[config.mk]
export PLATFORM = sky130hd
export DESIGN_NAME = histogram_density_binner
export DESIGN_NICKNAME = d
export VERILOG_FILES = /design/src/hdl/hbin_pkg.sv /design/src/hdl/histogram_density_binner.sv /design/src/hdl/hbin_ram.sv
export SDC_FILE = /design/constraint.sdc
export NUM_CORES = 2
export LEC_CHECK = 0
export ABC_CLOCK_PERIOD_IN_PS = 18050
export BUFFER_PORTS_ARGS = -buffer_cell sky130_fd_sc_hd__buf_2
export CAP_MARGIN = 20
export CORE_MARGIN = 1.5
export CORE_UTILIZATION = 33
export DETAILED_ROUTE_END_ITERATION = 8
export PLACE_DENSITY = 0.54
export SLEW_MARGIN = 10
export SYNTH_ARGS = -nofsm -noshare
export SYNTH_HDL_FRONTEND = slang
export SYNTH_SLANG_ARGS = --single-unit
export TNS_END_PERCENT = 20
[constraint.sdc]
create_clock -name clk -period 18.05 [get_ports clk]
set_input_delay 1.805 -clock clk [delete_from_list [all_inputs] [get_ports clk]]
set_output_delay 1.805 -clock clk [all_outputs]
set_load 0.02 [all_outputs]
[src/hdl/hbin_pkg.sv]
// ----------------------------------------------------------------------------
// hbin_pkg: shared types and constants of the histogram density binner
// bin store geometry, arithmetic widths, register indexes, action codes and
// the controller state type
// ----------------------------------------------------------------------------
package hbin_pkg;

  localparam int BINS           = 32;
  localparam int COUNT_BITS     = 20;
  localparam int BIN_BITS       = (BINS > 1) ? $clog2(BINS) : 1;
  localparam int VALUE_BITS     = 32;
  localparam int WIDTH_BITS     = 31;
  localparam int NBINS_BITS     = 6;
  localparam int CFG_INDEX_BITS = 2;
  localparam int CFG_DATA_BITS  = 32;
  localparam int DIFF_BITS      = VALUE_BITS + 1;
  localparam int BOUND_BITS     = WIDTH_BITS + BIN_BITS + 1;
  localparam int DEN_BITS       = WIDTH_BITS + COUNT_BITS;
  localparam int QUOT_BITS      = 32;
  localparam int DIV_STEP_BITS  = $clog2(QUOT_BITS);

  // register indexes on the configuration port
  typedef enum logic [CFG_INDEX_BITS-1:0] {
    REG_RANGE_MIN   = 2'd0,
    REG_BIN_WIDTH   = 2'd1,
    REG_BINS_IN_USE = 2'd2
  } cfg_reg_t;

  localparam logic ACT_ADD  = 1'b0;
  localparam logic ACT_EMIT = 1'b1;

  localparam logic [VALUE_BITS-1:0] RANGE_MIN_RESET   = '0;
  localparam logic [WIDTH_BITS-1:0] BIN_WIDTH_RESET   = WIDTH_BITS'(65536);
  localparam logic [NBINS_BITS-1:0] BINS_IN_USE_RESET = NBINS_BITS'(BINS);

  typedef enum logic [2:0] {
    S_IDLE,
    S_SEARCH,
    S_ADD_WB,
    S_EMIT_RD,
    S_EMIT_LOAD,
    S_EMIT_DIV,
    S_EMIT_OUT
  } state_t;

endpackage

[src/hdl/histogram_density_binner.sv]
// ----------------------------------------------------------------------------
// histogram_density_binner: equal-width histogram with density read-out
// q16.16 samples are counted into bins held in a small ram; an emit walks
// the bins and returns center and density for each one
// ----------------------------------------------------------------------------
// usage
//   input channel (in_valid/in_ready, action, sample_value): action add puts
//   one sample into its bin, action emit reads out every bin in use
//   output channel (out_valid/out_ready, bin_center, density, last_bin): one
//   transaction per bin on emit, last_bin marks the final one; add gives none
//   config channel (cfg_valid/cfg_ready, cfg_index, cfg_data): always ready,
//   write only while the block is idle
// sequencing
//   one input transaction at a time; in_ready is high only when idle
//   add: the bin search, which steps one bound per cycle, and then the
//   read-modify-write of the count ram
//   emit, for each bin: ram read, load, the one-bit restoring divider, output;
//   load goes straight to output when the total is zero or the density
//   saturates
// reset
//   config returns to its reset values, total is cleared and 32 valid bits
//   mark every bin as empty at once, so no clearing pass is needed
// stall
//   a result waits in the output register; the walk holds until it is taken,
//   while the final result may still wait as the next transaction is accepted
// ----------------------------------------------------------------------------
module histogram_density_binner (
  input  logic                                clk,
  input  logic                                rst,
  input  logic                                in_valid,
  output logic                                in_ready,
  input  logic                                action,
  input  logic signed [hbin_pkg::VALUE_BITS-1:0] sample_value,
  output logic                                out_valid,
  input  logic                                out_ready,
  output logic signed [hbin_pkg::VALUE_BITS-1:0] bin_center,
  output logic [hbin_pkg::QUOT_BITS-1:0]      density,
  output logic                                last_bin,
  input  logic                                cfg_valid,
  output logic                                cfg_ready,
  input  logic [hbin_pkg::CFG_INDEX_BITS-1:0] cfg_index,
  input  logic [hbin_pkg::CFG_DATA_BITS-1:0]  cfg_data
);

  // configuration registers
  logic [hbin_pkg::VALUE_BITS-1:0] range_min;
  logic [hbin_pkg::WIDTH_BITS-1:0] bin_width;
  logic [hbin_pkg::NBINS_BITS-1:0] bins_in_use;

  // control state
  hbin_pkg::state_t              state;
  hbin_pkg::state_t              state_next;
  logic [hbin_pkg::BINS-1:0]     bin_valid;
  logic [hbin_pkg::COUNT_BITS-1:0] total;

  // datapath registers
  logic [hbin_pkg::DIFF_BITS-1:0]     diff;
  logic [hbin_pkg::BOUND_BITS-1:0]    bound;
  logic [hbin_pkg::BIN_BITS-1:0]      bin_idx;
  logic [hbin_pkg::VALUE_BITS-1:0]    center;
  logic [hbin_pkg::DEN_BITS-1:0]      den;
  logic [hbin_pkg::DEN_BITS-1:0]      rem;
  logic [hbin_pkg::QUOT_BITS-1:0]     quot;
  logic [hbin_pkg::DIV_STEP_BITS-1:0] div_step;

  // ram port signals
  logic                             ram_rd_en;
  logic                             ram_wr_en;
  logic [hbin_pkg::COUNT_BITS-1:0]  ram_rd_data;
  logic [hbin_pkg::COUNT_BITS-1:0]  ram_wr_data;

  // derived values
  logic [hbin_pkg::WIDTH_BITS-1:0]  w_eff;
  logic [hbin_pkg::NBINS_BITS-1:0]  n_eff;
  logic [hbin_pkg::BIN_BITS-1:0]    n_last;
  logic                             search_more;
  logic [hbin_pkg::COUNT_BITS-1:0]  count_rd;
  logic [hbin_pkg::DEN_BITS:0]      rem_shift;
  logic [hbin_pkg::DEN_BITS:0]      rem_sub;
  logic                             rem_ge;
  logic                             count_sat;
  logic                             out_free;
  logic                             out_load;
  logic                             in_accept;
  logic                             at_last;

  localparam logic [hbin_pkg::DIV_STEP_BITS-1:0] DIV_LAST =
    hbin_pkg::DIV_STEP_BITS'(hbin_pkg::QUOT_BITS - 1);
  localparam logic [hbin_pkg::COUNT_BITS-1:0] COUNT_MAX = '1;

  assign cfg_ready = 1'b1;

  // zero width acts as one, bin count clamps into 1..BINS
  assign w_eff = (bin_width == '0) ? hbin_pkg::WIDTH_BITS'(1) : bin_width;

  always_comb begin
    n_eff = bins_in_use;
    if (bins_in_use == '0) begin
      n_eff = hbin_pkg::NBINS_BITS'(1);
    end else if (bins_in_use > hbin_pkg::NBINS_BITS'(hbin_pkg::BINS)) begin
      n_eff = hbin_pkg::NBINS_BITS'(hbin_pkg::BINS);
    end
  end

  assign n_last = hbin_pkg::BIN_BITS'(n_eff - hbin_pkg::NBINS_BITS'(1));
  assign at_last = (bin_idx == n_last);

  // step to the next bin while the sample lies above the current upper bound and the last bin in use is not reached
  assign search_more = !diff[hbin_pkg::DIFF_BITS-1]
                    && (hbin_pkg::BOUND_BITS'(diff) > bound)
                    && !at_last;

  // a bin never written since reset reads as zero
  assign count_rd = bin_valid[bin_idx] ? ram_rd_data : '0;

  // one bit of the restoring divider
  assign rem_shift = {rem, 1'b0};
  assign rem_sub   = rem_shift - {1'b0, den};
  assign rem_ge    = (rem_shift >= {1'b0, den});

  // quotient would need more than 32 bits
  assign count_sat = (hbin_pkg::DEN_BITS'(count_rd) >= den);

  assign out_free  = !out_valid || out_ready;
  assign in_accept = in_valid && in_ready;

  assign ram_wr_data = (count_rd == COUNT_MAX) ? count_rd
                                              : count_rd + hbin_pkg::COUNT_BITS'(1);

  hbin_ram #(
    .WIDTH (hbin_pkg::COUNT_BITS),
    .DEPTH (hbin_pkg::BINS)
  ) u_count_ram (
    .clk     (clk),
    .wr_en   (ram_wr_en),
    .wr_addr (bin_idx),
    .wr_data (ram_wr_data),
    .rd_en   (ram_rd_en),
    .rd_addr (bin_idx),
    .rd_data (ram_rd_data)
  );

  // next state
  always_comb begin
    state_next = state;
    unique case (state)
      hbin_pkg::S_IDLE: begin
        if (in_valid) begin
          state_next = (action == hbin_pkg::ACT_EMIT) ? hbin_pkg::S_EMIT_RD
                                                      : hbin_pkg::S_SEARCH;
        end
      end
      hbin_pkg::S_SEARCH: begin
        if (!search_more) begin
          state_next = hbin_pkg::S_ADD_WB;
        end
      end
      hbin_pkg::S_ADD_WB: begin
        state_next = hbin_pkg::S_IDLE;
      end
      hbin_pkg::S_EMIT_RD: begin
        state_next = hbin_pkg::S_EMIT_LOAD;
      end
      hbin_pkg::S_EMIT_LOAD: begin
        state_next = ((total == '0) || count_sat) ? hbin_pkg::S_EMIT_OUT
                                                  : hbin_pkg::S_EMIT_DIV;
      end
      hbin_pkg::S_EMIT_DIV: begin
        if (div_step == DIV_LAST) begin
          state_next = hbin_pkg::S_EMIT_OUT;
        end
      end
      hbin_pkg::S_EMIT_OUT: begin
        if (out_free) begin
          state_next = at_last ? hbin_pkg::S_IDLE : hbin_pkg::S_EMIT_RD;
        end
      end
      default: begin
        state_next = hbin_pkg::S_IDLE;
      end
    endcase
  end

  // controller outputs
  always_comb begin
    in_ready  = 1'b0;
    ram_rd_en = 1'b0;
    ram_wr_en = 1'b0;
    out_load  = 1'b0;
    unique case (state)
      hbin_pkg::S_IDLE:      in_ready  = 1'b1;
      hbin_pkg::S_SEARCH:    ram_rd_en = !search_more;
      hbin_pkg::S_ADD_WB:    ram_wr_en = 1'b1;
      hbin_pkg::S_EMIT_RD:   ram_rd_en = 1'b1;
      hbin_pkg::S_EMIT_OUT:  out_load  = out_free;
      hbin_pkg::S_EMIT_LOAD,
      hbin_pkg::S_EMIT_DIV: begin
      end
      default: begin
      end
    endcase
  end

  // control registers
  always_ff @(posedge clk) begin
    if (rst) begin
      state       <= hbin_pkg::S_IDLE;
      range_min   <= hbin_pkg::RANGE_MIN_RESET;
      bin_width   <= hbin_pkg::BIN_WIDTH_RESET;
      bins_in_use <= hbin_pkg::BINS_IN_USE_RESET;
      bin_valid   <= '0;
      total       <= '0;
      out_valid   <= 1'b0;
    end else begin
      state <= state_next;
      if (cfg_valid && cfg_ready) begin
        case (cfg_index)
          hbin_pkg::REG_RANGE_MIN:   range_min   <= cfg_data;
          hbin_pkg::REG_BIN_WIDTH:   bin_width   <= cfg_data[hbin_pkg::WIDTH_BITS-1:0];
          hbin_pkg::REG_BINS_IN_USE: bins_in_use <= cfg_data[hbin_pkg::NBINS_BITS-1:0];
          default: begin
          end
        endcase
      end
      if (ram_wr_en) begin
        bin_valid[bin_idx] <= 1'b1;
        if (total != COUNT_MAX) begin
          total <= total + hbin_pkg::COUNT_BITS'(1);
        end
      end
      if (out_load) begin
        out_valid <= 1'b1;
      end else if (out_ready) begin
        out_valid <= 1'b0;
      end
    end
  end

  // datapath registers
  always_ff @(posedge clk) begin
    if (in_accept) begin
      diff    <= {sample_value[hbin_pkg::VALUE_BITS-1], sample_value}
               - {range_min[hbin_pkg::VALUE_BITS-1], range_min};
      bound   <= hbin_pkg::BOUND_BITS'(w_eff);
      bin_idx <= '0;
      center  <= range_min + hbin_pkg::VALUE_BITS'(w_eff >> 1);
      den     <= hbin_pkg::DEN_BITS'(w_eff) * hbin_pkg::DEN_BITS'(total);
    end
    if ((state == hbin_pkg::S_SEARCH) && search_more) begin
      bin_idx <= bin_idx + hbin_pkg::BIN_BITS'(1);
      bound   <= bound + hbin_pkg::BOUND_BITS'(w_eff);
    end
    if (state == hbin_pkg::S_EMIT_LOAD) begin
      rem      <= hbin_pkg::DEN_BITS'(count_rd);
      div_step <= '0;
      if (total == '0) begin
        quot <= '0;
      end else if (count_sat) begin
        quot <= '1;
      end
    end
    if (state == hbin_pkg::S_EMIT_DIV) begin
      div_step <= div_step + hbin_pkg::DIV_STEP_BITS'(1);
      rem      <= rem_ge ? rem_sub[hbin_pkg::DEN_BITS-1:0]
                         : rem_shift[hbin_pkg::DEN_BITS-1:0];
      quot     <= {quot[hbin_pkg::QUOT_BITS-2:0], rem_ge};
    end
    if (out_load) begin
      bin_center <= center;
      density    <= quot;
      last_bin   <= at_last;
      if (!at_last) begin
        bin_idx <= bin_idx + hbin_pkg::BIN_BITS'(1);
        center  <= center + hbin_pkg::VALUE_BITS'(w_eff);
      end
    end
  end

  // every write back stores a count of at least one
  a_wr_nonzero: assert property (@(posedge clk) disable iff (rst)
    ram_wr_en |-> (ram_wr_data != '0))
    else $error("count write back of zero");

  // divider remainder stays below the divisor
  a_rem_bound: assert property (@(posedge clk) disable iff (rst)
    (state == hbin_pkg::S_EMIT_DIV) |-> (rem < den))
    else $error("divider remainder out of range");

  // bin search never passes the last bin in use
  a_search_range: assert property (@(posedge clk) disable iff (rst)
    (state == hbin_pkg::S_SEARCH) |-> (bin_idx <= n_last))
    else $error("bin search beyond last bin");

  // with no samples every density reads zero
  a_empty_density: assert property (@(posedge clk) disable iff (rst)
    (out_load && (total == '0)) |=> (density == '0))
    else $error("nonzero density with empty histogram");

endmodule

[src/hdl/hbin_ram.sv]
// ----------------------------------------------------------------------------
// hbin_ram: generic single-port-write, single-port-read ram
// one write and one registered read per cycle
// ----------------------------------------------------------------------------
module hbin_ram #(
  parameter int WIDTH = 8,
  parameter int DEPTH = 32
) (
  input  logic                                       clk,
  input  logic                                       wr_en,
  input  logic [((DEPTH > 1) ? $clog2(DEPTH) : 1)-1:0] wr_addr,
  input  logic [WIDTH-1:0]                           wr_data,
  input  logic                                       rd_en,
  input  logic [((DEPTH > 1) ? $clog2(DEPTH) : 1)-1:0] rd_addr,
  output logic [WIDTH-1:0]                           rd_data
);

  logic [WIDTH-1:0] mem [DEPTH];

  always_ff @(posedge clk) begin
    if (wr_en) begin
      mem[wr_addr] <= wr_data;
    end
    if (rd_en) begin
      rd_data <= mem[rd_addr];
    end
  end

endmodule
; ---- Yosys cells after proc, flatten, opt, wreduce, memory -nomap -nowiden
; Memory sizes are Yosys's and may differ from the RTL's. A register that Yosys moved wholly into a read port is not among the register bits.
; Cells that the tools add are included.
[totals]
in_bits = 72
mem_count = 1
wordCells = 122
output_inout_bits = 68
ff_bits = 436
ram_bits = 640
[classes]
mul = 1
eq_ne = 16
n_addsub = 10
bitwise_logic = 1
n_mux = 43
reduce_logical = 26
n_lt_le_gt_ge = 6
[memory_table]
columns = memory, depth, word_bits, read_ports, rd_clocked_by_memory_dff, wr, line_no
row1 = u_count_ram.mem, 32, 20, 1, 1, 1, hbin_ram.sv:18  ; logic [WIDTH-1:0] mem [DEPTH];
[op_table]
columns = op, n
row1 = $mux 32, 7
row2 = $mux 51, 3
row3 = $mux 37, 2
row4 = $ge 52x51->1, 1
row5 = $ge 20x51->1, 1
row6 = $mul 31x20->51, 1
row7 = $sub 51x51->51, 1
row8 = $add 20x1->20 const B, 2
row9 = $mux 20, 2
row10 = $mux 5, 8
row11 = $add 37x31->37, 1
row12 = $gt 33x37->1, 1
row13 = $sub 32x32->33, 1
row14 = $add 32x30->32, 1
row15 = $add 32x31->32, 1
row16 = $or 32x32->32, 1
row17 = $logic_not 31->1, 1
row18 = $mux 31, 1
row19 = $eq 20x20->1 const B, 1
row20 = $logic_not 20->1, 1
row21 = $ne 20x20->1 const B, 1
row22 = $pmux 3 s6, 1
row23 = $mux 3, 4
row24 = $add 5x1->5 const B, 2
row25 = other kinds (27), 57

; ---- Longest topological paths before layout
[depth]
word_depth = 11
depth_mapped = 29
ltp_nobuf = 28

; ---- Hierarchy
; A second synthesis with hierarchy kept.
[hier_totals]
hier_cells = 6757
area_unflattened_um2 = 73536.8
[modules_own_cells]
columns = mod, n_inst, area_each_um2, seq_area_each_um2, cells_each
row1 = histogram_density_binner, 1, 47783.3, 11471.0, 5343
row2 = hbin_ram, 1, 25753.4, 19819.0, 1414

; ---- Worst setup path after synthesis
; Ideal clock, no wire load.
[synth_timing]
path_kind = register to register
startpoint = register total[2] (netlist name)
endpoint = register den[35] (netlist name), data pin
setup_slack_ns = 11.039
t_required_ns = 17.788
path_stages_with_launch = 28
setup_ns = 0.262
arrival_time_ns = 6.749
period_less_slack_ns = 7.011
path_buffers = 2
cell_sequence = dfxtp_1 clkbuf_1 clkbuf_1 and2_1 fa_1 fa_1 inv_1 fa_1 inv_1 fa_1 inv_1 fa_1 inv_1 fa_1 inv_1 fa_1 inv_1 ha_1 a21oi_1 o21bai_1 a21boi_0 o21ai_0 o211a_1 o21ai_0 a2111oi_2 o221ai_1 o21ai_1 xor2_1
[synth_via]
elab_chain_len = 1
[synth_lines]
columns = element, line_no
row1 = start: declaration, histogram_density_binner.sv:54  ; logic [hbin_pkg::COUNT_BITS-1:0] total;
row2 = start signal: assignment, histogram_density_binner.sv:228  ; total <= total + hbin_pkg::COUNT_BITS'(1);
row3 = $mul 31x20->51, histogram_density_binner.sv:247  ; den <= hbin_pkg::DEN_BITS'(w_eff) * hbin_pkg::DEN_BITS'(total);
row4 = end signal: assignment, histogram_density_binner.sv:247
row5 = end: declaration, histogram_density_binner.sv:61  ; logic [hbin_pkg::DEN_BITS-1:0] den;
; Every way passes these cells.
; A chain may end at the register's enable or synchronous reset.

; ---- Worst setup path in the final report
[layout_timing]
startpoint = register bin_width[22] (netlist name)
endpoint = register den[35] (netlist name), data pin
[layout_via]
elab_chain_len = 3
[layout_lines]
columns = element, line_no
row1 = start: declaration, histogram_density_binner.sv:47  ; logic [hbin_pkg::WIDTH_BITS-1:0] bin_width;
row2 = start signal: assignment, histogram_density_binner.sv:209  ; bin_width <= hbin_pkg::BIN_WIDTH_RESET;
row3 = start signal: assignment, histogram_density_binner.sv:219  ; hbin_pkg::REG_BIN_WIDTH: bin_width <= cfg_data[hbin_pkg::WIDTH_BITS-1:0];
row4 = $logic_not 31->1, histogram_density_binner.sv:94  ; assign w_eff = (bin_width == '0) ? hbin_pkg::WIDTH_BITS'(1) : bin_width;
row5 = $mux 31 (*), histogram_density_binner.sv:94
row6 = $mul 31x20->51 (*), histogram_density_binner.sv:247
; Mark *: on every way between the ends. The rest lies on a longest branch, timed or not.

==> results.ini <==
[status]
status=complete, no violations

[cts]
cts_hold_repair.buffers=0
htreeDepth=3
cts_buffer_depth=3
cts-root-buf=clkbuf_16
clk_pin_slew_worst_paths_ns=0.06
cts_buffers=119
cts_setup_buffers=0
clkSinkCount=1096
cts_tree=done
insertion_delay_ns=0.83
cts.repair.resized=0

[worst_setup_path]
crit_arrival_ns=8.79
crit_family=adder cells
crit_top_cell=fa_1
cp_max_fo=23
critical_path_class=flop to flop
cp_slowest_stage_delay_ns=0.54
cp-end-kind=flop
critPathSlowestCell=fa_1
cp_num_buf_inv=6
startpoint_type=flop
cp.required_ns=18.55

[floorplan]
start_util=0.3319
core_um2=217000
rows=171
die_area_um2=221000
fp.dieW_um=470.1
die_height_um=470.1
num_io_pins=140

[timing]
tightest_slew_ns=1.072
clock_skew_ns=0.1262
post-route-min-period_ns=8.291
rsz0062_at_grt=no
hold_viol=0
fmax_mhz=120.6
relSlewSlack=0.2811
setup_viol=0
fin_crit_sh=0.4593
setup-tns-final_ns=0
drv_slew=0

[pwr]
total_leakage_power_uw=0.03240
power_density_nw_per_um2=79.75
ir_drop_uv=94.60

[drt]
routed_wl_mm=201.7
first_pass_iters=6
drc=0
routedWlPerCell_um=21.64
drtIter0Drc=3410
viasPerCell=5.179
vias=48280
ant_nets=0

[job]
drv_cap=0

[final_layout]
final_layout_size_suffix_gt1_frac=0.1095
syn2layout_area_growth_pct=11.51
finalNetCount=7353
nFillCells=21170
stdcell_area_um2=80290

[yosys]
synth.most_common_cell=edfxtp_1
async_flop_share=0
synthAdderAreaFrac=0.2147
ys_warn_count=0
synthDistinctLibCells=88
synth_common_cells=edfxtp_1, inv_1, nand2_1
synth-xor-area-share=0.02846
ys.flop_type=edfxtp_1
ys_seq_area_frac=0.4346
synth_compound_area_frac=0.09062
synth_top_family_by_area=adder cells
yosys.area.top_type=edfxtp_1
yosysTopAreaCellShare=0.3895
synth.mux.area_fraction=0.05792
synth_cells=6323
synth_edf_count=934
avgSynthCellArea_um2=11.39
synth-simple-area-share=0.1171
synth_seq_cells=1096
syn_area_um2=72010
synth.area.top_cells=edfxtp_1, fa_1, ha_1

[grt]
grt.overflow.total=0
first_global_vias=49810
grt_use_total=0.1822
grt_max_degree=99
antenna_found_initial=2
grt_pass1_wl_mm=308.7

[min_path]
hold_path_class=flop to flop

[place]
dpl-instance-area_um2=76170
gp_congestion=0.8917
dp_hpwl_mm=139.1
port_buffers=138

-- worst reg2reg max path: cells and delay by family, from the launching register on --
family | cells | cell delay (ns)
flops | 1 | 0.31
fa+ha+maj | 8 | 3.46
buf+inv | 6 | 0.63
compound gates | 10 | 2.54
xor+xnor | 1 | 0.08
simple gates | 3 | 1.00
-- cells in the final DEF, fill, tap and decap left out, types with 15 or more instances in the layout --
cell type / n
a211oi_1: 51
a21o_1: 132
a21oi_1: 327
a22oi_1: 90
a31oi_1: 23
and2_1: 315
and3_1: 35
buf_2: 137
buf_4: 104
clkbuf_1: 28
clkbuf_16: 119
clkinv_1: 21
clkinv_2: 15
dfxtp_1: 158
edfxtp_1: 934
fa_1: 523
ha_1: 399
inv_1: 738
mux2i_1: 32
mux4_2: 168
nand2_1: 696
nand2b_1: 24
nand3_1: 81
nand4_1: 74
nor2_1: 324
nor2_4: 26
nor2b_1: 29
nor3_1: 51
nor4_1: 26
o211ai_1: 29
o21a_1: 42
o21ai_0: 145
o21bai_1: 39
o31ai_1: 16
or3_1: 18
xnor2_1: 134
xor2_1: 90
-- worst paths after layout --
check | start | endpoint | slack, ns | depth (start not counted)
setup / recovery | bin_width[22]$_SDFFE_PP0P_ | den[35]$_DFFE_PP_ | 9.76 | 28
setup reg to reg | bin_width[22]$_SDFFE_PP0P_ | den[35]$_DFFE_PP_ | 9.76 | 28
hold reg to reg | quot[31]$_DFFE_PP_ | density[31]$_DFFE_PP_ | 0.38 | 0
hold / removal | quot[31]$_DFFE_PP_ | density[31]$_DFFE_PP_ | 0.38 | 0
-- report_power, final --
group	switching, uW	internal, uW
sequential	77.8	2840
clock	1100	1430
combinational	542	409
total	1720	4680
-- stage by stage --
| stage | setup WS (ns) | total power (uW) | utilization | hold WS [ns] | instances |
|---|---|---|---|---|---|
| after floorplan | 11.04 | 3641 | - | 0.4003 | 6325 |
| after global placement | 9.998 | 3916 | 0.3510 | 0.4080 | 9087 |
| after detailed placement | 9.915 | 3927 | 0.3511 | 0.4045 | 9089 |
| after CTS | 9.846 | 6478 | 0.3698 | 0.3738 | 9316 |
| after global routing | 9.283 | 6652 | 0.3701 | 0.3801 | 9319 |
| final | 9.759 | 6403 | 0.3701 | 0.3774 | 9322 |
-- routing by layer --
layer / vias up / share of wire / GRT usage
li1: 21940 / - / -
met1: 24770 / 0.44 / 0.2472
met2: 1261 / 0.47 / 0.3001
met3: 305 / 0.053 / 0.02537
met4: 4 / 0.031 / 0.05888
met5: - / 0.000094 / 0
-- state kept, by name (all words and copies together) (netlist names), 20 cells and up --
register / flops
total: 20
center: 32
rem: 51
range_min: 32
quot: 32
bound: 37
u_count_ram.mem: 640
bin_width: 31
den: 51
density: 32
bin_center: 32
u_count_ram.rd_data: 20
bin_valid: 32
diff: 33
-- cell type report --
class	count	area, um2	area share
Multi-Input combinational cell	4156	37020	0.4610
Inverter	739	2776	0.03458
Tap cell	2854	3571	0.04447
Sequential cell	1096	31300	0.3898
Timing Repair Buffer	247	1558	0.01940
Clock buffer	151	3138	0.03908
Antenna cell	3	7.507	0.00009350
Clock inverter	76	925.9	0.01153
-- kinds of logic (layout without fill, tap and decap cells) --
| group | after synthesis | in the layout |
|---|---|---|
| flops | 1096 | 1096 |
| xor+xnor | 234 | 234 |
| other cells | 2 | 7 |
| mux | 206 | 206 |
| buf+inv | 1073 | 1213 |
| simple gates | 1783 | 1783 |
| fa+ha+maj | 922 | 922 |
| compound gates | 1007 | 1007 |
No activity file was read; power rests on OpenSTA's default activity.
